`config.mk`:
```
export PLATFORM = sky130hd
export DESIGN_NAME = rc_channel_conditioner_flat
export DESIGN_NICKNAME = d
export VERILOG_FILES = /design/src/hdl/rc_cc_pkg.sv /design/src/hdl/rc_cc_if.sv /design/src/hdl/rc_cc_map.sv /design/src/hdl/rc_cc_state.sv /design/src/hdl/rc_channel_conditioner.sv /design/src/flat_wrapper.sv
export SDC_FILE = /design/constraint.sdc
export NUM_CORES = 1
export LEC_CHECK = 0
export CORE_ASPECT_RATIO = 0.8
export CORE_MARGIN = 5
export CORE_UTILIZATION = 70
export CTS_CLUSTER_SIZE = 20
export DETAILED_ROUTE_END_ITERATION = 8
export DONT_BUFFER_PORTS = 1
export PLACE_DENSITY = 0.92
export SLEW_MARGIN = 20
export SYNTH_ARGS = -nofsm -noshare
export SYNTH_HDL_FRONTEND = slang
export SYNTH_SLANG_ARGS = --single-unit
```
`constraint.sdc`:
```
create_clock -name clock -period 11.7 [get_ports clock]
set_input_delay 2.925 -clock clock [delete_from_list [all_inputs] [get_ports clock]]
set_output_delay 2.925 -clock clock [all_outputs]
set_load 0.05 [all_outputs]
```
`src/hdl/rc_cc_pkg.sv`:
```
// rc_cc_pkg: shared types, constants and codes for the RC channel conditioner.
// No dependencies; the other files of the block, rc_cc_if apart, use it by scoped names.

package rc_cc_pkg;

   // Raw clamp range and pulse mapping
   localparam logic [10:0] RAW_MIN = 11'd172;
   localparam logic [10:0] RAW_MAX = 11'd1811;
   localparam logic [10:0] US_MIN  = 11'd1000;
   localparam logic [10:0] US_MID  = 11'd1500;
   localparam logic [11:0] INV_SUM = 12'd3000;

   // floor(d * 1000 / 1639) == (d * MAP_MULT) >> MAP_SHIFT for d in 0..1639
   localparam int          MAP_SHIFT  = 21;
   localparam int          MAP_PROD_W = 32;
   localparam logic [20:0] MAP_MULT   = 21'd1279532;

   // floor(a * 127 / 500) == (a * CMD_MULT) >> CMD_SHIFT for a in 0..500
   localparam int          CMD_SHIFT  = 20;
   localparam int          CMD_PROD_W = 28;
   localparam logic [18:0] CMD_MULT   = 19'd266339;

   // Operations
   localparam logic OP_UPDATE = 1'b0;
   localparam logic OP_POLL   = 1'b1;

   // Channel codes
   localparam logic [2:0] CH_STEER    = 3'd0;
   localparam logic [2:0] CH_THROTTLE = 3'd1;
   localparam logic [2:0] CH_TOGGLE   = 3'd2;
   localparam logic [2:0] CH_OVERRIDE = 3'd3;
   localparam logic [2:0] CH_GEAR     = 3'd4;

   // Override modes
   localparam logic [1:0] MODE_HOST   = 2'd0;
   localparam logic [1:0] MODE_MUTED  = 2'd1;
   localparam logic [1:0] MODE_MANUAL = 2'd2;

   // Configuration register indexes
   localparam logic [2:0] CSR_TOGGLE_HIGH = 3'd0;
   localparam logic [2:0] CSR_FS_LOW      = 3'd1;
   localparam logic [2:0] CSR_FS_HIGH     = 3'd2;
   localparam logic [2:0] CSR_MUTE_LOW    = 3'd3;
   localparam logic [2:0] CSR_MUTE_HIGH   = 3'd4;

   // Configuration reset values
   localparam logic [10:0] TOGGLE_HIGH_RESET = 11'd500;
   localparam logic [10:0] FS_LOW_RESET      = 11'd800;
   localparam logic [10:0] FS_HIGH_RESET     = 11'd1200;
   localparam logic [10:0] MUTE_LOW_RESET    = 11'd1400;
   localparam logic [10:0] MUTE_HIGH_RESET   = 11'd1600;

   // Channel state after reset: all raw values zero clamp to the low end
   localparam logic        [10:0] US_RESET        = 11'd1000;
   localparam logic        [10:0] THR_US_RESET    = 11'd2000;
   localparam logic signed [7:0]  STEER_CMD_RESET = -8'sd127;
   localparam logic signed [7:0]  THR_CMD_RESET   = 8'sd127;
   localparam logic        [10:0] TOG_RAW_RESET   = 11'd0;

   typedef struct packed {
      logic        op;
      logic [2:0]  channel;
      logic [10:0] raw_value;
   } req_item_type;

   typedef struct packed {
      logic               op;
      logic [2:0]         channel;
      logic [10:0]        raw_value;
      logic [10:0]        us;
      logic signed [7:0]  cmd;
   } map_item_type;

   typedef struct packed {
      logic [10:0] toggle_high_level;
      logic [10:0] failsafe_band_low;
      logic [10:0] failsafe_band_high;
      logic [10:0] mute_band_low_us;
      logic [10:0] mute_band_high_us;
   } cfg_type;

   typedef struct packed {
      logic [10:0]        steer_pulse;
      logic [10:0]        throttle_pulse;
      logic [10:0]        gear_us;
      logic [10:0]        override_us;
      logic [10:0]        toggle_us;
      logic signed [7:0]  steer_cmd;
      logic signed [7:0]  throttle_cmd;
      logic               high_gear;
      logic               override_on;
      logic [1:0]         override_mode;
      logic               link_up;
      logic               toggle_event;
   } rsp_item_type;

endpackage

```
`src/hdl/rc_cc_if.sv`:
```
// rc_cc_if: valid/ready channel interfaces for the request and result items.
// Depends on nothing; payload widths follow the block's field list.

interface rc_cc_req_if;
   logic        valid;
   logic        ready;
   logic        op;
   logic [2:0]  channel;
   logic [10:0] raw_value;

   modport source (output valid, output op, output channel, output raw_value, input ready);
   modport sink   (input valid, input op, input channel, input raw_value, output ready);
endinterface

interface rc_cc_rsp_if;
   logic               valid;
   logic               ready;
   logic [10:0]        steer_pulse;
   logic [10:0]        throttle_pulse;
   logic [10:0]        gear_us;
   logic [10:0]        override_us;
   logic [10:0]        toggle_us;
   logic signed [7:0]  steer_cmd;
   logic signed [7:0]  throttle_cmd;
   logic               high_gear;
   logic               override_on;
   logic [1:0]         override_mode;
   logic               link_up;
   logic               toggle_event;

   modport source (
      output valid, output steer_pulse, output throttle_pulse, output gear_us,
      output override_us, output toggle_us, output steer_cmd, output throttle_cmd,
      output high_gear, output override_on, output override_mode,
      output link_up, output toggle_event, input ready
   );
   modport sink (
      input valid, input steer_pulse, input throttle_pulse, input gear_us,
      input override_us, input toggle_us, input steer_cmd, input throttle_cmd,
      input high_gear, input override_on, input override_mode,
      input link_up, input toggle_event, output ready
   );
endinterface

```
`src/hdl/rc_cc_map.sv`:
```
// rc_cc_map: three-stage mapping pipeline, raw value to pulse width and command.
// Depends on rc_cc_pkg. Each stage holds at most one multiply.

module rc_cc_map (
   input  logic                    clock,
   input  logic                    reset,
   input  logic                    in_valid,
   input  rc_cc_pkg::req_item_type in_item,
   output logic                    in_ready,
   output logic                    out_valid,
   output rc_cc_pkg::map_item_type out_item,
   input  logic                    out_ready
);

   logic                    s1_valid_ff, s1_valid_in;
   rc_cc_pkg::req_item_type s1_item_ff;
   logic                    s2_valid_ff, s2_valid_in;
   rc_cc_pkg::req_item_type s2_item_ff;
   logic [rc_cc_pkg::MAP_PROD_W-1:0] s2_prod_ff, s2_prod_in;
   logic                    s3_valid_ff, s3_valid_in;
   rc_cc_pkg::req_item_type s3_item_ff;
   logic [10:0]             s3_us_ff, s3_us_in;
   logic                    s3_neg_ff, s3_neg_in;
   logic [rc_cc_pkg::CMD_PROD_W-1:0] s3_prod_ff, s3_prod_in;

   logic        adv1, adv2, adv3;
   logic [10:0] clamped, offset;
   logic [10:0] us_map;
   logic [8:0]  mag;
   logic [7:0]  cmd_mag;

   assign adv3     = !s3_valid_ff || out_ready;
   assign adv2     = !s2_valid_ff || adv3;
   assign adv1     = !s1_valid_ff || adv2;
   assign in_ready = adv1;

   // Stage 1: clamp and scale
   always_comb begin
      if (s1_item_ff.raw_value < rc_cc_pkg::RAW_MIN) begin
         clamped = rc_cc_pkg::RAW_MIN;
      end else if (s1_item_ff.raw_value > rc_cc_pkg::RAW_MAX) begin
         clamped = rc_cc_pkg::RAW_MAX;
      end else begin
         clamped = s1_item_ff.raw_value;
      end
      offset     = clamped - rc_cc_pkg::RAW_MIN;
      s2_prod_in = {21'd0, offset} * {11'd0, rc_cc_pkg::MAP_MULT};
   end

   // Stage 2: pulse width, throttle inversion, command magnitude
   always_comb begin
      us_map = rc_cc_pkg::US_MIN + s2_prod_ff[rc_cc_pkg::MAP_SHIFT +: 11];
      if (s2_item_ff.channel == rc_cc_pkg::CH_THROTTLE) begin
         s3_us_in = 11'(rc_cc_pkg::INV_SUM - {1'b0, us_map});
      end else begin
         s3_us_in = us_map;
      end
      s3_neg_in = s3_us_in < rc_cc_pkg::US_MID;
      if (s3_neg_in) begin
         mag = 9'(rc_cc_pkg::US_MID - s3_us_in);
      end else begin
         mag = 9'(s3_us_in - rc_cc_pkg::US_MID);
      end
      s3_prod_in = {19'd0, mag} * {9'd0, rc_cc_pkg::CMD_MULT};
   end

   // Stage 3: signed command, truncated toward zero
   always_comb begin
      cmd_mag = s3_prod_ff[rc_cc_pkg::CMD_SHIFT +: 8];
      out_item.op        = s3_item_ff.op;
      out_item.channel   = s3_item_ff.channel;
      out_item.raw_value = s3_item_ff.raw_value;
      out_item.us        = s3_us_ff;
      out_item.cmd       = s3_neg_ff ? -$signed(cmd_mag) : $signed(cmd_mag);
   end

   assign out_valid = s3_valid_ff;

   always_comb begin
      s1_valid_in = s1_valid_ff;
      s2_valid_in = s2_valid_ff;
      s3_valid_in = s3_valid_ff;
      if (adv1) begin
         s1_valid_in = in_valid;
      end
      if (adv2) begin
         s2_valid_in = s1_valid_ff;
      end
      if (adv3) begin
         s3_valid_in = s2_valid_ff;
      end
   end

   always_ff @(posedge clock) begin
      if (reset) begin
         s1_valid_ff <= 1'b0;
         s2_valid_ff <= 1'b0;
         s3_valid_ff <= 1'b0;
      end else begin
         s1_valid_ff <= s1_valid_in;
         s2_valid_ff <= s2_valid_in;
         s3_valid_ff <= s3_valid_in;
      end
   end

   always_ff @(posedge clock) begin
      if (adv1 && in_valid) begin
         s1_item_ff <= in_item;
      end
      if (adv2 && s1_valid_ff) begin
         s2_item_ff <= s1_item_ff;
         s2_prod_ff <= s2_prod_in;
      end
      if (adv3 && s2_valid_ff) begin
         s3_item_ff <= s2_item_ff;
         s3_us_ff   <= s3_us_in;
         s3_neg_ff  <= s3_neg_in;
         s3_prod_ff <= s3_prod_in;
      end
   end

endmodule

```
`src/hdl/rc_cc_state.sv`:
```
// rc_cc_state: channel state, toggle latch, link and mode decode, result register.
// Depends on rc_cc_pkg, rc_cc_if; fed in order by rc_cc_map.

module rc_cc_state (
   input  logic                    clock,
   input  logic                    reset,
   input  rc_cc_pkg::cfg_type      cfg,
   input  logic                    in_valid,
   input  rc_cc_pkg::map_item_type in_item,
   output logic                    in_ready,
   rc_cc_rsp_if.source             rsp_ch
);

   logic [10:0]       steer_pulse_ff, steer_pulse_in;
   logic [10:0]       thr_us_ff, thr_us_in;
   logic [10:0]       tog_us_ff, tog_us_in;
   logic [10:0]       ovr_us_ff, ovr_us_in;
   logic [10:0]       gear_us_ff, gear_us_in;
   logic signed [7:0] steer_cmd_ff, steer_cmd_in;
   logic signed [7:0] thr_cmd_ff, thr_cmd_in;
   logic [10:0]       tog_raw_ff, tog_raw_in;
   logic              was_high_ff, was_high_in;
   logic              latch_ff, latch_in;
   logic              rsp_valid_ff, rsp_valid_in;
   rc_cc_pkg::rsp_item_type rsp_ff, rsp_in;

   logic       take;
   logic       high;
   logic       link;
   logic       event_bit;
   logic [1:0] mode;

   assign in_ready = !rsp_valid_ff || rsp_ch.ready;
   assign take     = in_valid && in_ready;
   assign high     = in_item.raw_value > cfg.toggle_high_level;

   // State after this item; the result shows it
   always_comb begin
      steer_pulse_in = steer_pulse_ff;
      thr_us_in      = thr_us_ff;
      tog_us_in      = tog_us_ff;
      ovr_us_in      = ovr_us_ff;
      gear_us_in     = gear_us_ff;
      steer_cmd_in   = steer_cmd_ff;
      thr_cmd_in     = thr_cmd_ff;
      tog_raw_in     = tog_raw_ff;
      was_high_in    = was_high_ff;
      latch_in       = latch_ff;
      event_bit      = 1'b0;
      if (take) begin
         if (in_item.op == rc_cc_pkg::OP_UPDATE) begin
            case (in_item.channel)
               rc_cc_pkg::CH_STEER: begin
                  steer_pulse_in = in_item.us;
                  steer_cmd_in   = in_item.cmd;
               end
               rc_cc_pkg::CH_THROTTLE: begin
                  thr_us_in  = in_item.us;
                  thr_cmd_in = in_item.cmd;
               end
               rc_cc_pkg::CH_TOGGLE: begin
                  tog_us_in   = in_item.us;
                  tog_raw_in  = in_item.raw_value;
                  was_high_in = high;
                  if (high && !was_high_ff) begin
                     latch_in = 1'b1;
                  end
               end
               rc_cc_pkg::CH_OVERRIDE: begin
                  ovr_us_in = in_item.us;
               end
               rc_cc_pkg::CH_GEAR: begin
                  gear_us_in = in_item.us;
               end
               default: begin
               end
            endcase
         end else begin
            event_bit = latch_ff;
            latch_in  = 1'b0;
         end
      end
   end

   always_comb begin
      link = (tog_raw_in < cfg.failsafe_band_low) || (tog_raw_in > cfg.failsafe_band_high);
      if (ovr_us_in < cfg.mute_band_low_us) begin
         mode = rc_cc_pkg::MODE_HOST;
      end else if (ovr_us_in <= cfg.mute_band_high_us) begin
         mode = rc_cc_pkg::MODE_MUTED;
      end else begin
         mode = rc_cc_pkg::MODE_MANUAL;
      end
      rsp_in.steer_pulse    = steer_pulse_in;
      rsp_in.throttle_pulse = thr_us_in;
      rsp_in.gear_us        = gear_us_in;
      rsp_in.override_us    = ovr_us_in;
      rsp_in.toggle_us      = tog_us_in;
      rsp_in.steer_cmd      = link ? steer_cmd_in : 8'sd0;
      rsp_in.throttle_cmd   = link ? thr_cmd_in : 8'sd0;
      rsp_in.high_gear      = link && (gear_us_in > rc_cc_pkg::US_MID);
      rsp_in.override_on    = (mode != rc_cc_pkg::MODE_HOST) || !link;
      rsp_in.override_mode  = mode;
      rsp_in.link_up        = link;
      rsp_in.toggle_event   = event_bit;
   end

   always_comb begin
      rsp_valid_in = rsp_valid_ff;
      if (take) begin
         rsp_valid_in = 1'b1;
      end else if (rsp_ch.ready) begin
         rsp_valid_in = 1'b0;
      end
   end

   always_ff @(posedge clock) begin
      if (reset) begin
         steer_pulse_ff <= rc_cc_pkg::US_RESET;
         thr_us_ff      <= rc_cc_pkg::THR_US_RESET;
         tog_us_ff      <= rc_cc_pkg::US_RESET;
         ovr_us_ff      <= rc_cc_pkg::US_RESET;
         gear_us_ff     <= rc_cc_pkg::US_RESET;
         steer_cmd_ff   <= rc_cc_pkg::STEER_CMD_RESET;
         thr_cmd_ff     <= rc_cc_pkg::THR_CMD_RESET;
         tog_raw_ff     <= rc_cc_pkg::TOG_RAW_RESET;
         was_high_ff    <= 1'b0;
         latch_ff       <= 1'b0;
         rsp_valid_ff   <= 1'b0;
      end else begin
         steer_pulse_ff <= steer_pulse_in;
         thr_us_ff      <= thr_us_in;
         tog_us_ff      <= tog_us_in;
         ovr_us_ff      <= ovr_us_in;
         gear_us_ff     <= gear_us_in;
         steer_cmd_ff   <= steer_cmd_in;
         thr_cmd_ff     <= thr_cmd_in;
         tog_raw_ff     <= tog_raw_in;
         was_high_ff    <= was_high_in;
         latch_ff       <= latch_in;
         rsp_valid_ff   <= rsp_valid_in;
      end
   end

   always_ff @(posedge clock) begin
      if (take) begin
         rsp_ff <= rsp_in;
      end
   end

   assign rsp_ch.valid          = rsp_valid_ff;
   assign rsp_ch.steer_pulse    = rsp_ff.steer_pulse;
   assign rsp_ch.throttle_pulse = rsp_ff.throttle_pulse;
   assign rsp_ch.gear_us        = rsp_ff.gear_us;
   assign rsp_ch.override_us    = rsp_ff.override_us;
   assign rsp_ch.toggle_us      = rsp_ff.toggle_us;
   assign rsp_ch.steer_cmd      = rsp_ff.steer_cmd;
   assign rsp_ch.throttle_cmd   = rsp_ff.throttle_cmd;
   assign rsp_ch.high_gear      = rsp_ff.high_gear;
   assign rsp_ch.override_on    = rsp_ff.override_on;
   assign rsp_ch.override_mode  = rsp_ff.override_mode;
   assign rsp_ch.link_up        = rsp_ff.link_up;
   assign rsp_ch.toggle_event   = rsp_ff.toggle_event;

   // A poll always leaves the latch clear
   a_poll_clears: assert property (@(posedge clock) disable iff (reset)
      take && (in_item.op == rc_cc_pkg::OP_POLL) |=> !latch_ff)
      else $error("toggle latch still set after poll");

   // Only a poll can report a toggle edge
   a_event_on_poll: assert property (@(posedge clock) disable iff (reset)
      take && (in_item.op == rc_cc_pkg::OP_UPDATE) |=> !rsp_ff.toggle_event)
      else $error("toggle event reported on an update item");

   // Link lost forces safe outputs
   a_link_lost_safe: assert property (@(posedge clock) disable iff (reset)
      rsp_valid_ff && !rsp_ff.link_up |->
         (rsp_ff.steer_cmd == 8'sd0) && (rsp_ff.throttle_cmd == 8'sd0) &&
         !rsp_ff.high_gear && rsp_ff.override_on)
      else $error("commands not neutral with link lost");

   // A result appears only after an item was taken
   a_rsp_from_take: assert property (@(posedge clock) disable iff (reset)
      $rose(rsp_valid_ff) |-> $past(take))
      else $error("result valid without an accepted item");

endmodule

```
`src/hdl/rc_channel_conditioner.sv`:
```
// RC channel conditioner top level: config registers, mapping pipeline, state.
// Each item passes stage 1 (clamp and scale multiply), stage 2 (pulse and command
// multiply) and stage 3 (sign), then the result register.
// Throughput: one item per cycle while results are taken; each stage advances when the one after it is free.
// Reset (synchronous, active high): pipeline empty, channels read as raw zero,
// toggle latch clear, configuration at its default values.

module rc_channel_conditioner (
   input  logic        clock,
   input  logic        reset,
   rc_cc_req_if.sink   req_ch,
   rc_cc_rsp_if.source rsp_ch,
   input  logic        csr_wr_en,
   input  logic [2:0]  csr_index,
   input  logic [10:0] csr_wr_data
);

   rc_cc_pkg::cfg_type      cfg_ff, cfg_in;
   rc_cc_pkg::req_item_type req_item;
   rc_cc_pkg::map_item_type map_item;
   logic                    map_valid;
   logic                    map_ready;

   always_comb begin
      cfg_in = cfg_ff;
      if (csr_wr_en) begin
         case (csr_index)
            rc_cc_pkg::CSR_TOGGLE_HIGH: cfg_in.toggle_high_level  = csr_wr_data;
            rc_cc_pkg::CSR_FS_LOW:      cfg_in.failsafe_band_low  = csr_wr_data;
            rc_cc_pkg::CSR_FS_HIGH:     cfg_in.failsafe_band_high = csr_wr_data;
            rc_cc_pkg::CSR_MUTE_LOW:    cfg_in.mute_band_low_us   = csr_wr_data;
            rc_cc_pkg::CSR_MUTE_HIGH:   cfg_in.mute_band_high_us  = csr_wr_data;
            default: begin
            end
         endcase
      end
   end

   always_ff @(posedge clock) begin
      if (reset) begin
         cfg_ff.toggle_high_level  <= rc_cc_pkg::TOGGLE_HIGH_RESET;
         cfg_ff.failsafe_band_low  <= rc_cc_pkg::FS_LOW_RESET;
         cfg_ff.failsafe_band_high <= rc_cc_pkg::FS_HIGH_RESET;
         cfg_ff.mute_band_low_us   <= rc_cc_pkg::MUTE_LOW_RESET;
         cfg_ff.mute_band_high_us  <= rc_cc_pkg::MUTE_HIGH_RESET;
      end else begin
         cfg_ff <= cfg_in;
      end
   end

   assign req_item.op        = req_ch.op;
   assign req_item.channel   = req_ch.channel;
   assign req_item.raw_value = req_ch.raw_value;

   rc_cc_map u_map (
      .clock     (clock),
      .reset     (reset),
      .in_valid  (req_ch.valid),
      .in_item   (req_item),
      .in_ready  (req_ch.ready),
      .out_valid (map_valid),
      .out_item  (map_item),
      .out_ready (map_ready)
   );

   rc_cc_state u_state (
      .clock    (clock),
      .reset    (reset),
      .cfg      (cfg_ff),
      .in_valid (map_valid),
      .in_item  (map_item),
      .in_ready (map_ready),
      .rsp_ch   (rsp_ch)
   );

endmodule

```
`src/flat_wrapper.sv`:
```
// flat-port wrapper written by rule: the top's interface ports become plain ports
module rc_channel_conditioner_flat 
  (clock, reset, csr_wr_en, csr_index, csr_wr_data, req_ch_valid, req_ch_op, req_ch_channel, req_ch_raw_value, req_ch_ready, rsp_ch_valid, rsp_ch_steer_pulse, rsp_ch_throttle_pulse, rsp_ch_gear_us, rsp_ch_override_us, rsp_ch_toggle_us, rsp_ch_steer_cmd, rsp_ch_throttle_cmd, rsp_ch_high_gear, rsp_ch_override_on, rsp_ch_override_mode, rsp_ch_link_up, rsp_ch_toggle_event, rsp_ch_ready);
  rc_cc_req_if req_ch_i ();
  rc_cc_rsp_if rsp_ch_i ();
  input  logic clock;
  input  logic reset;
  input  logic csr_wr_en;
  input  logic [2:0] csr_index;
  input  logic [10:0] csr_wr_data;
  input wire logic [$bits(req_ch_i.valid)-1:0] req_ch_valid;
  input wire logic [$bits(req_ch_i.op)-1:0] req_ch_op;
  input wire logic [$bits(req_ch_i.channel)-1:0] req_ch_channel;
  input wire logic [$bits(req_ch_i.raw_value)-1:0] req_ch_raw_value;
  output wire logic [$bits(req_ch_i.ready)-1:0] req_ch_ready;
  output wire logic [$bits(rsp_ch_i.valid)-1:0] rsp_ch_valid;
  output wire logic [$bits(rsp_ch_i.steer_pulse)-1:0] rsp_ch_steer_pulse;
  output wire logic [$bits(rsp_ch_i.throttle_pulse)-1:0] rsp_ch_throttle_pulse;
  output wire logic [$bits(rsp_ch_i.gear_us)-1:0] rsp_ch_gear_us;
  output wire logic [$bits(rsp_ch_i.override_us)-1:0] rsp_ch_override_us;
  output wire logic [$bits(rsp_ch_i.toggle_us)-1:0] rsp_ch_toggle_us;
  output wire logic [$bits(rsp_ch_i.steer_cmd)-1:0] rsp_ch_steer_cmd;
  output wire logic [$bits(rsp_ch_i.throttle_cmd)-1:0] rsp_ch_throttle_cmd;
  output wire logic [$bits(rsp_ch_i.high_gear)-1:0] rsp_ch_high_gear;
  output wire logic [$bits(rsp_ch_i.override_on)-1:0] rsp_ch_override_on;
  output wire logic [$bits(rsp_ch_i.override_mode)-1:0] rsp_ch_override_mode;
  output wire logic [$bits(rsp_ch_i.link_up)-1:0] rsp_ch_link_up;
  output wire logic [$bits(rsp_ch_i.toggle_event)-1:0] rsp_ch_toggle_event;
  input wire logic [$bits(rsp_ch_i.ready)-1:0] rsp_ch_ready;
  assign req_ch_i.valid = req_ch_valid;
  assign req_ch_i.op = req_ch_op;
  assign req_ch_i.channel = req_ch_channel;
  assign req_ch_i.raw_value = req_ch_raw_value;
  assign req_ch_ready = req_ch_i.ready;
  assign rsp_ch_valid = rsp_ch_i.valid;
  assign rsp_ch_steer_pulse = rsp_ch_i.steer_pulse;
  assign rsp_ch_throttle_pulse = rsp_ch_i.throttle_pulse;
  assign rsp_ch_gear_us = rsp_ch_i.gear_us;
  assign rsp_ch_override_us = rsp_ch_i.override_us;
  assign rsp_ch_toggle_us = rsp_ch_i.toggle_us;
  assign rsp_ch_steer_cmd = rsp_ch_i.steer_cmd;
  assign rsp_ch_throttle_cmd = rsp_ch_i.throttle_cmd;
  assign rsp_ch_high_gear = rsp_ch_i.high_gear;
  assign rsp_ch_override_on = rsp_ch_i.override_on;
  assign rsp_ch_override_mode = rsp_ch_i.override_mode;
  assign rsp_ch_link_up = rsp_ch_i.link_up;
  assign rsp_ch_toggle_event = rsp_ch_i.toggle_event;
  assign rsp_ch_i.ready = rsp_ch_ready;
  rc_channel_conditioner u_core (.clock(clock), .reset(reset), .req_ch(req_ch_i), .rsp_ch(rsp_ch_i), .csr_wr_en(csr_wr_en), .csr_index(csr_index), .csr_wr_data(csr_wr_data));
endmodule
```
=== Word level (Yosys, flattened, before mapping) ===
Index checks and enable logic that the tools add are counted.
W data, S select, Z words.

* Register bits after elaboration: 335
* Input port bits: 34
* Logic and storage cells: 138

* $add $sub $neg: 6
* $mul: 2
* Magnitude comparators: 9
* Eq/ne operators: 9
* Muxes and demuxes: 36
* Bitwise gates (word level): 1
* Reductions and logical operators: 31

{| class="wikitable"
|+ Operators with widths
! kind !! count
|-
| $mux W11 || 21
|-
| $mux W8 || 7
|-
| $mul A11 B19 Y30 const B || 1
|-
| $mul A9 B19 Y28 const B || 1
|-
| $gt A11 B11 Y1 || 2
|-
| $gt A11 B11 Y1 const B || 2
|-
| $lt A11 B11 Y1 || 2
|-
| $eq A3 B2 Y1 const B || 4
|-
| $add A10 B11 Y11 const A || 1
|-
| $le A11 B11 Y1 || 1
|-
| $lt A11 B11 Y1 const B || 1
|-
| $lt A11 B8 Y1 const B || 1
|-
| $sub A10 B11 Y11 const A || 1
|-
| $sub A11 B8 Y11 const B || 1
|-
| $reduce_and A2 Y1 || 5
|-
| $eq A3 B1 Y1 const B || 3
|-
| $mux W9 || 1
|-
| $sub A9 B9 Y9 const A || 1
|-
| $sub A9 B9 Y9 const B || 1
|-
| $neg A8 Y8 || 1
|-
| $reduce_bool A2 Y1 || 4
|-
| $eq A3 B3 Y1 const B || 2
|-
| $logic_and A1 B1 Y1 || 6
|-
| $logic_not A1 Y1 || 6
|-
| other kinds (6) || 18
|}

=== Logic depth before layout (Yosys ltp) ===
Gate-level depths: netlist of the first run.

* Word-level depth: 9
* Mapped depth: 30

=== Modules after synthesis ===
Synthesis of the first run repeated with hierarchy kept, for this count alone.

* Cell total of the unflattened synthesis: 1561
* Area total of the unflattened synthesis: 17486.8 µm²

{| class="wikitable"
|+ By module, submodules not included
! module !! instances !! cells an instance !! area an instance (µm²) !! sequential area each (µm²)
|-
| rc_cc_map || 1 || 771 || 8142.8 || 2342.2
|-
| rc_cc_state || 1 || 584 || 7170.6 || 4013.8
|-
| rc_channel_conditioner || 1 || 206 || 2173.3 || 1101.1
|}

=== Worst setup path after synthesis of the first run ===
Ideal clock, no wire load.

* Path kind: input-to-reg
* From: input rsp_ch_ready
* To: register u_core.u_state.steer_pulse_ff[7]
* Setup time: 0.123 ns
* Arrival time: 7.083 ns
* Path slack: 4.494 ns
* Cell stages on the path: 9
* Path buffers: 3
* Cells stage by stage: nand2b_1 -> and2_0 -> clkbuf_1 -> nor4b_1 -> nor2b_1 -> clkbuf_1 -> buf_1 -> mux2_2 -> or2_2

{| class="wikitable"
|+ RTL lines
! what !! RTL line !! text
|-
| start, declared || flat_wrapper.sv:29 || <nowiki>input wire logic [$bits(rsp_ch_i.ready)-1:0] rsp_ch_ready;</nowiki>
|-
| end signal, assigned || rc_cc_state.sv:119 || <nowiki>steer_pulse_ff <= rc_cc_pkg::US_RESET;</nowiki>
|-
| end signal, assigned || rc_cc_state.sv:131 || <nowiki>steer_pulse_ff <= steer_pulse_in;</nowiki>
|-
| end, declared || rc_cc_state.sv:14 || <nowiki>logic [10:0] steer_pulse_ff, steer_pulse_in;</nowiki>
|}

=== Worst setup path in the final report of the first run ===
* From: register u_core.u_map.s2_prod_ff[21] in the netlist's numbering
* To: register u_core.u_map.s3_prod_ff[26] in the netlist's numbering, data pin

* Longest elaborated chain between the ends: 6
* Elaborated cells on any way between the ends: 8

{| class="wikitable"
|+ Ends and longest elaborated chain
! what !! RTL line !! text
|-
| start, declared || rc_cc_map.sv:19 || <nowiki>logic [rc_cc_pkg::MAP_PROD_W-1:0] s2_prod_ff, s2_prod_in;</nowiki>
|-
| start signal, assigned || rc_cc_map.sv:112 || <nowiki>s2_prod_ff <= s2_prod_in;</nowiki>
|-
| $add A10 B11 Y11 (*) || rc_cc_map.sv:52 || <nowiki>us_map = rc_cc_pkg::US_MIN + s2_prod_ff[rc_cc_pkg::MAP_SHIFT +: 11];</nowiki>
|-
| $sub A10 B11 Y11 || rc_cc_map.sv:54 || <nowiki>s3_us_in = 11'(rc_cc_pkg::INV_SUM - {1'b0, us_map});</nowiki>
|-
| $mux W11 (*) || rc_cc_map.sv:53 || <nowiki>if (s2_item_ff.channel == rc_cc_pkg::CH_THROTTLE) begin</nowiki>
|-
| $lt A11 B11 Y1 (*) || rc_cc_map.sv:58 || <nowiki>s3_neg_in = s3_us_in < rc_cc_pkg::US_MID;</nowiki>
|-
| via u_core.u_map.s3_neg_in || rc_cc_map.sv:23 || <nowiki>logic s3_neg_ff, s3_neg_in;</nowiki>
|-
| $mux W9 (*) || rc_cc_map.sv:59 || <nowiki>if (s3_neg_in) begin</nowiki>
|-
| $mul A9 B19 Y28 (*) || rc_cc_map.sv:64 || <nowiki>s3_prod_in = {19'd0, mag} * {9'd0, rc_cc_pkg::CMD_MULT};</nowiki>
|-
| via u_core.u_map.s3_prod_in (one bit) || rc_cc_map.sv:24 || <nowiki>logic [rc_cc_pkg::CMD_PROD_W-1:0] s3_prod_ff, s3_prod_in;</nowiki>
|-
| end signal, assigned || rc_cc_map.sv:118 || <nowiki>s3_prod_ff <= s3_prod_in;</nowiki>
|-
| end, declared || rc_cc_map.sv:24 ||
|}

Mark *: on every way through the listed nets, which the timed path passes. The rest lies on a longest branch.
A chain may end at the register's enable or synchronous reset.

==> results.json, run 1 <==
{
  "status": "finished, final reports clean",
  "maxCapViolCount": 0,
  "min_period_ns": 7.70,
  "clockBufferDepth": 3,
  "final.period_utilization": 0.659,
  "final-seq-area_mm2": 0.00746,
  "clk_latency_ns": 0.57,
  "io_pins": 113,
  "cts_setup_buffers": 0,
  "antenna_left": 0,
  "max-slew-margin-rel": 0.237,
  "fill_cells": 1410,
  "arrival_ns": 8.02,
  "ys.flop_type": "edfxtp_1",
  "rsz0062_at_grt": "no",
  "core.rowCount": 50,
  "fin_util": 0.770,
  "die_area_mm2": 0.0273,
  "cts_tree": "done",
  "ctsResizeCount": 0,
  "synth_area_mm2": 0.0169,
  "coreArea_mm2": 0.0236,
  "io_buffers": 0,
  "die_h_um": 149,
  "dr.first_iter.drc_count": 1140,
  "drcViolationCount": 0,
  "overflow": 0,
  "postCtsHoldBufs": 0,
  "critical_path.most_common_cell": "ha_1",
  "finalSetupViolations": 0,
  "cts_made_buffers": 28,
  "cp_max_fo": 9,
  "max_freq_mhz": 130,
  "netlist-cell-type-count": 78,
  "wl_mm": 39.6,
  "syn-num-nets": 1865,
  "critPathMaxStageDelay_ns": 0.66,
  "tightest_slew_ns": 1.14,
  "crit_path_end_kind": "flip-flop",
  "grt_pass1_wl_mm": 62.6,
  "grt_start_max_net_pins": 144,
  "dp_hpwl_mm": 28.2,
  "multi_input_area_mm2": 0.00848,
  "ys_async_sr_fraction": 0,
  "gp_congestion": 0.973,
  "grt_pass1_vias": 11700,
  "grtUsageTotal": 0.288,
  "final-hold-violation-count": 0,
  "worst_path_max_delay_cell": "nor4b_1",
  "synthCells": 1570,
  "setup_tns_ns": 0,
  "drv_slew": 0,
  "antenna_found_initial": 0,
  "hold_class": "reg2reg",
  "clk_pin_slew_ns": 0.06,
  "syn_area_per_cell_um2": 10.8,
  "yosysWarningCount": 0,
  "cts.sinks": 296,
  "synth-edff-count": 153,
  "nNetsFinal": 1858,
  "die_w_um": 184,
  "yosysSeqAreaShare": 0.442,
  "via_count": 11700,
  "syn2layout_area_growth_pct": 7.59,
  "ctsHtreeMaxLevel": 1,
  "synth_seq_cells": 296,
  "layout-drive-gt1-share": 0.104,
  "cts_root_buf": "clkbuf_16",
  "first_pass_iters": 8,
  "worstSetupPathType": "reg2reg",
  "fin_skew_ns": 0.0209,
  "start_kind": "flip-flop",
  "start_util": 0.716,
  "required_ns": 12.01,
  "num_antenna_cells": 0,
  "post_drt_wl_per_cell_um": 20.9,
  "via_per_inst": 6.15
}
[synthesized netlist by cell type, types with 5 or more instances]
cell type / instances / area (µm²)
inv_1: 213 / 800
and2_1: 7 / 43.8
a21o_1: 19 / 143
mux2i_1: 26 / 260
nor3_1: 14 / 70.1
nand2b_1: 28 / 175
ha_1: 210 / 2630
clkbuf_1: 36 / 135
fa_1: 51 / 1020
xnor2_1: 30 / 263
edfxtp_1: 153 / 4590
mux2_2: 53 / 597
o21ai_0: 34 / 170
nor2_1: 93 / 349
dfxtp_1: 143 / 2860
xor2_1: 12 / 105
o21a_1: 16 / 120
nand2_1: 122 / 458
nand4_1: 11 / 68.8
a211o_1: 14 / 123
a211oi_1: 10 / 75.1
nand3b_1: 14 / 105
nor2b_1: 42 / 263
a31oi_1: 5 / 31.3
or2_2: 29 / 181
nand3_1: 12 / 60.1
a21oi_1: 76 / 380
a2111oi_0: 8 / 70.1
or3_1: 7 / 43.8
[layout by cell type, fill, tap and decap left out, types with 30 or more instances in the layout]
master and instances:
nor2b_1 40, xnor2_1 30, nand2_1 122, fa_1 51, mux2_2 53, nor2_1 93
inv_1 213, dfxtp_1 143, a21oi_1 76, ha_1 210, edfxtp_1 153, o21ai_0 34
[worst paths after layout]
kind | start | slack (ns) | cells after the start | to
max | u_core.u_map.s2_prod_ff[21]$_DFFE_PP_ | 4.00 | 28 | u_core.u_map.s3_prod_ff[26]$_DFFE_PP_
min | u_core.u_map.s2_item_ff[0]$_DFFE_PP_ | 0.42 | 0 | u_core.u_map.out_item[19]$_DFFE_PP_
max reg2reg | u_core.u_map.s2_prod_ff[21]$_DFFE_PP_ | 4.00 | 28 | u_core.u_map.s3_prod_ff[26]$_DFFE_PP_
min reg2reg | u_core.u_map.s2_item_ff[0]$_DFFE_PP_ | 0.42 | 0 | u_core.u_map.out_item[19]$_DFFE_PP_
[metrics by stage]
step,hold WS [ns],std cells,setup slack (ns),cell area (µm²)
finish,0.419,1897,4.00,18200
global route,0.426,1897,3.34,18200
CTS,0.419,1897,3.69,18200
detailed placement,0.406,1845,3.76,17200
global placement,0.404,1845,3.91,17200
floorplan,0.400,1570,4.49,16900
[logic make-up after synthesis]
| group | synth area share |
|---|---|
| adders and majority gates | 0.216 |
| muxes | 0.0508 |
| xor gates and xnor gates | 0.0227 |
| DFF | 0.442 |
| AOI/OAI and AO/OA | 0.0846 |
| and+or+nand+nor | 0.125 |
| buffers and inverters | 0.0591 |
[registers in the layout, indices dropped and copies added (netlist names), 15 cells and up]
register,flops
u_core.u_map.s2_item_ff,15
u_core.u_map.out_item,15
u_core.u_map.s1_item_ff,15
u_core.cfg_ff,55
[worst max-delay path: cells and delay by family, from the launching register on]
kind	cells	cell delay [ns]
buffers and inverters	3	0.36
AO/OA/AOI/OAI	10	2.62
XOR/XNOR	2	0.50
flip-flops	1	0.62
AND/OR/NAND/NOR	7	1.58
adder cells (fa/ha/maj)	6	1.79
[layer usage]
metal | part of all wire | GRT usage
met5 | 0 | 0
met4 | 0.026 | 0.0678
met3 | 0.093 | 0.0583
met2 | 0.48 | 0.486
met1 | 0.41 | 0.387
[area by class of cell]
| type | count | area share |
|---|---|---|
| inverter | 214 | 0.0442 |
| clock inverter | 16 | 0.00978 |
| multi-input combinational | 1014 | 0.467 |
| sequential | 296 | 0.410 |
| tap | 312 | 0.0215 |
| clock buffer | 36 | 0.0438 |
| timing repair buffer | 9 | 0.00372 |
Power of run 1 is not shown: default switching activity piles up to over one toggle a cycle in this logic, so the estimate is an artifact.
==> run 2, diff against run 1 <==
--- a/config.mk
+++ b/config.mk
@@ -7,11 +7,11 @@
 export LEC_CHECK = 0
 export CORE_ASPECT_RATIO = 0.8
 export CORE_MARGIN = 5
-export CORE_UTILIZATION = 70
+export CORE_UTILIZATION = 58
 export CTS_CLUSTER_SIZE = 20
 export DETAILED_ROUTE_END_ITERATION = 8
 export DONT_BUFFER_PORTS = 1
-export PLACE_DENSITY = 0.92
+export PLACE_DENSITY = 0.82
 export SLEW_MARGIN = 20
 export SYNTH_ARGS = -nofsm -noshare
 export SYNTH_HDL_FRONTEND = slang
==> constraint.sdc (replaced) <==
create_clock -name clock -period 6.3 [get_ports clock]
set_input_delay 1.575 -clock clock [delete_from_list [all_inputs] [get_ports clock]]
set_output_delay 1.575 -clock clock [all_outputs]
set_load 0.05 [all_outputs]
==> results.json, run 2 (synthesis results as in run 1) <==
{
  "gp_congestion": 0.891,
  "arrival_ns": 6.81,
  "reg2reg_to": "u_core.u_map.s2_prod_ff[27]$_DFFE_PP_",
  "fin_skew_ns": 0.0229,
  "clk_latency_ns": 0.58,
  "whs_path_depth": 0,
  "drv_slew": 0,
  "die_area_mm2": 0.0326,
  "largest_reg_flops": 55,
  "endpoint": "u_core.u_map.s2_prod_ff[27]$_DFFE_PP_",
  "reg2reg_depth": 33,
  "drcViolationCount": 0,
  "mostFrequentLayoutCell": "inv_1",
  "antenna_left": 0,
  "die_h_um": 163,
  "ctsHtreeMaxLevel": 1,
  "post_drt_wl_per_cell_um": 19.9,
  "core.rowCount": 55,
  "place_ws_ns": -0.439,
  "rr_startpoint": "u_core.u_map.s1_item_ff[3]$_DFFE_PP_",
  "violations": "negative setup slack",
  "wl_mm": 41.7,
  "dp_hpwl_mm": 28.2,
  "hold_class": "reg2reg",
  "die_w_um": 201,
  "syn2layout_area_growth_pct": 20.3,
  "grt_start_max_net_pins": 144,
  "fill_cells": 1821,
  "dr.first_iter.drc_count": 825,
  "reg2reg_setup_slack_ns": -0.19,
  "layout-drive-gt1-share": 0.252,
  "required_ns": 6.62,
  "overflow": 0,
  "first_pass_iters": 5,
  "cts.sinks": 296,
  "crit_path_end_kind": "flip-flop",
  "critPathMaxStageDelay_ns": 0.54,
  "cp_max_fo": 3,
  "final.period_utilization": 1.03,
  "antenna_found_initial": 0,
  "critical_path.most_common_cell": "buf_4",
  "clk_pin_slew_ns": 0.07,
  "start_kind": "flip-flop",
  "min_period_ns": 6.49,
  "grt_pass1_vias": 12400,
  "timing.final.ws_setup_ns": -0.191,
  "clockBufferDepth": 3,
  "io_pins": 113,
  "max_freq_mhz": 154,
  "multi_input_area_mm2": 0.00942,
  "nNetsFinal": 1996,
  "cts_made_buffers": 28,
  "io_buffers": 0,
  "layout_common_cells": "inv_1, ha_1, edfxtp_1, dfxtp_1, buf_4",
  "worst_path_max_delay_cell": "fa_1",
  "status": "complete, but fails checks",
  "via_count": 12100,
  "startpoint": "u_core.u_map.s1_item_ff[3]$_DFFE_PP_",
  "tightest_slew_ns": 1.03,
  "start_util": 0.593,
  "cts_root_buf": "clkbuf_16",
  "grtUsageTotal": 0.243,
  "coreArea_mm2": 0.0285,
  "grt_pass1_wl_mm": 64.5,
  "final-hold-violation-count": 0,
  "largest-register": "u_core.cfg_ff",
  "cts_tree": "done",
  "maxCapViolCount": 0,
  "finalSetupViolations": 9,
  "rsz0062_at_grt": "yes",
  "num_antenna_cells": 0,
  "max-slew-margin-rel": 0.310,
  "worstSetupPathType": "reg2reg",
  "final-seq-area_mm2": 0.00746,
  "via_per_inst": 5.77
}
==> run 2: worst min path at each step <==
stage | startpoint | endpoint
floorplan | u_core.u_map.s2_item_ff[0]$_DFFE_PP_ | u_core.u_map.out_item[19]$_DFFE_PP_
global placement | u_core.u_map.s2_item_ff[7]$_DFFE_PP_ | u_core.u_map.out_item[26]$_DFFE_PP_
detailed placement | u_core.u_map.s2_item_ff[5]$_DFFE_PP_ | u_core.u_map.out_item[24]$_DFFE_PP_
CTS | u_core.u_map.s2_item_ff[7]$_DFFE_PP_ | u_core.u_map.out_item[26]$_DFFE_PP_
global route | u_core.u_map.s2_item_ff[2]$_DFFE_PP_ | u_core.u_map.out_item[21]$_DFFE_PP_
finish | u_core.u_map.s2_item_ff[7]$_DFFE_PP_ | u_core.u_map.out_item[26]$_DFFE_PP_
==> run 2: final cells by class <==
class | count | area share
sequential | 296 | 0.367
tap | 370 | 0.0228
timing repair buffer | 147 | 0.0581
inverter | 214 | 0.0399
clock buffer | 38 | 0.0410
clock inverter | 14 | 0.00751
multi-input combinational | 1014 | 0.464
==> run 2: routing by layer <==
metal | track usage | share of wire | vias up
met5 | 0 | 0 | -
met4 | 0.0697 | 0.030 | 0
met3 | 0.0488 | 0.068 | 111
met2 | 0.415 | 0.48 | 465
met1 | 0.318 | 0.42 | 5867
li1 | - | - | 5632
==> run 2: through the flow <==
stage          instance area, µm²  TNS [ns]   util  hold slack, ns  cells
3_5_place_dp                18300     -3.03  0.641           0.405   2011
6_report                    20300    -0.916  0.713           0.413   2093
3_3_place_gp                18200    -0.525  0.640           0.401   2010
4_1_cts                     19700    -0.518  0.692           0.417   2084
2_1_floorplan               17100    -0.108      -           0.400   1570
5_1_grt                     20300     -4.65  0.713           0.438   2093
==> run 2: what timing repair did <==
action | 4_1_cts | 5_1_grt
hold buffers | 0 | 0
setup endpoints to repair | 15 | 19
buffers inserted | 21 | 14
pin swaps | 58 | 81
hold endpoints to repair | 0 | 0
resized for setup | 62 | 105
==> run 2: worst max-delay path: cells and delay by family, from the launching register on <==
family | cells | cell delay [ns]
and+or+nand+nor | 2 | 0.23
AOI/OAI and AO/OA | 15 | 2.29
buffers and inverters | 10 | 1.17
DFF | 1 | 0.38
adders and majority gates | 6 | 2.17
Power of run 2 is left out for the same reason.
==> run 3, diff against run 2 <==
--- a/config.mk
+++ b/config.mk
@@ -12,6 +12,7 @@
 export DETAILED_ROUTE_END_ITERATION = 8
 export DONT_BUFFER_PORTS = 1
 export PLACE_DENSITY = 0.82
+export SKIP_LAST_GASP = 1
 export SLEW_MARGIN = 20
 export SYNTH_ARGS = -nofsm -noshare
 export SYNTH_HDL_FRONTEND = slang
==> results.json, run 3 (synthesis results as in run 1) <==
{
  "placed_area_mm2": 0.0183,
  "fin_skew_ns": 0.0253,
  "whs_ns": 0.415,
  "wl_met2_mm": 20.0,
  "reg2reg_setup_slack_ns": -0.11,
  "clk_latency_ns": 0.58,
  "grtUsageTotal": 0.243,
  "largest-register": "u_core.cfg_ff",
  "finalSetupViolations": 11,
  "rsz0062_at_grt": "yes",
  "start_util": 0.593,
  "clockBufferDepth": 3,
  "start_kind": "flip-flop",
  "layout_common_cells": "inv_1, ha_1, edfxtp_1, dfxtp_1, buf_4",
  "worst_path_max_delay_cell": "fa_1",
  "wl_mm": 41.5,
  "antenna_found_initial": 0,
  "via_per_inst": 5.80,
  "violations": "negative setup slack",
  "postCtsHoldBufs": 0,
  "arrival_ns": 6.73,
  "final-seq-area_mm2": 0.00746,
  "status": "complete, but fails checks",
  "maxCapViolCount": 0,
  "min_period_ns": 6.41,
  "cts.sinks": 296,
  "cts_root_buf": "clkbuf_16",
  "dr.first_iter.drc_count": 882,
  "grt_pass1_wl_mm": 64.5,
  "hold_class": "reg2reg",
  "cts_made_buffers": 28,
  "coreArea_mm2": 0.0285,
  "tightest_slew_ns": 1.05,
  "multi_input_area_mm2": 0.00938,
  "route.top_layer_used": "met4",
  "final.period_utilization": 1.02,
  "io_pins": 113,
  "fill_cells": 1836,
  "post_drt_wl_per_cell_um": 19.8,
  "core.rowCount": 55,
  "critPathMaxStageDelay_ns": 0.58,
  "die_w_um": 201,
  "largest_reg_flops": 55,
  "max_freq_mhz": 156,
  "num_antenna_cells": 0,
  "mostFrequentLayoutCell": "inv_1",
  "critical_path.most_common_cell": "inv_2",
  "die_h_um": 163,
  "timing.final.ws_setup_ns": -0.111,
  "drcViolationCount": 0,
  "wl_met3_mm": 3.05,
  "nNetsFinal": 1996,
  "max-slew-margin-rel": 0.300,
  "via_count": 12100,
  "io_buffers": 0,
  "crit_path_end_kind": "flip-flop",
  "antenna_left": 0,
  "clk_pin_slew_ns": 0.07,
  "final-hold-violation-count": 0,
  "first_pass_iters": 6,
  "met1_length_mm": 17.3,
  "layout-drive-gt1-share": 0.250,
  "cts_tree": "done",
  "ctsHtreeMaxLevel": 1,
  "worstSetupPathType": "reg2reg",
  "drv_slew": 0,
  "grt_pass1_vias": 12400,
  "design_area_mm2": 0.0203,
  "dp_hpwl_mm": 28.2,
  "required_ns": 6.62,
  "syn2layout_area_growth_pct": 20.1,
  "cp_max_fo": 4,
  "die_area_mm2": 0.0326,
  "grt_start_max_net_pins": 144,
  "overflow": 0,
  "gp_congestion": 0.891
}
-- run 3: cell types whose count changed in the layout (fill, tap and decap cells not counted), moves of 2 or more --
cell and change:
a21oi_1 -2, xnor2_2 -2, ha_4 -3, a21oi_2 +2
ha_1 +2, xnor2_1 +2
-- run 3: worst max-delay path, delay by kind of cell (launching register included) --
kind	cells	cell delay (ns)
AO/OA/AOI/OAI	13	2.44
buffers and inverters	8	0.76
AND/OR/NAND/NOR	4	0.29
XOR/XNOR	1	0.25
adder cells (fa/ha/maj)	6	2.04
flip-flops	1	0.39
-- run 3: timing repair --
item                                    CTS  global route
resized for setup                        60           102
gates cloned                              0             0
pin swaps                                57            79
endpoints found under the setup margin   15            19
buffers inserted                         21            15
-- run 3: cell type report --
type | instances | area share
inverters | 214 | 0.0400
clock buffers | 38 | 0.0410
repair buffers | 147 | 0.0580
multi-input cells | 1014 | 0.463
well taps | 370 | 0.0228
flip-flops and latches | 296 | 0.368
clock inverters | 14 | 0.00753
-- run 3: routing by layer --
metal,track usage,up-vias
li1,-,5633
met1,0.318,5870
met2,0.415,531
met3,0.0488,114
met4,0.0697,0
met5,0,-
-- run 3: metrics by stage --
step | instances | worst slack (ns) | utilization | TNS, ns
2_1_floorplan | 1570 | -0.0841 | - | -0.108
3_3_place_gp | 2010 | -0.147 | 0.640 | -0.525
3_5_place_dp | 2011 | -0.439 | 0.641 | -3.03
4_1_cts | 2084 | -0.209 | 0.691 | -0.541
5_1_grt | 2093 | -0.392 | 0.712 | -4.36
6_report | 2093 | -0.111 | 0.712 | -0.742
-- run 3: path summary, 6_finish.rpt --
| path | cells after the start | to | from |
|---|---|---|---|
| hold / removal | 0 | u_core.u_map.out_item[26]$_DFFE_PP_ | u_core.u_map.s2_item_ff[7]$_DFFE_PP_ |
| setup / recovery | 32 | u_core.u_map.s2_prod_ff[27]$_DFFE_PP_ | u_core.u_map.s1_item_ff[3]$_DFFE_PP_ |
| setup reg to reg | 32 | u_core.u_map.s2_prod_ff[27]$_DFFE_PP_ | u_core.u_map.s1_item_ff[3]$_DFFE_PP_ |
| hold reg to reg | 0 | u_core.u_map.out_item[26]$_DFFE_PP_ | u_core.u_map.s2_item_ff[7]$_DFFE_PP_ |
Power of run 3 is left out for the same reason.
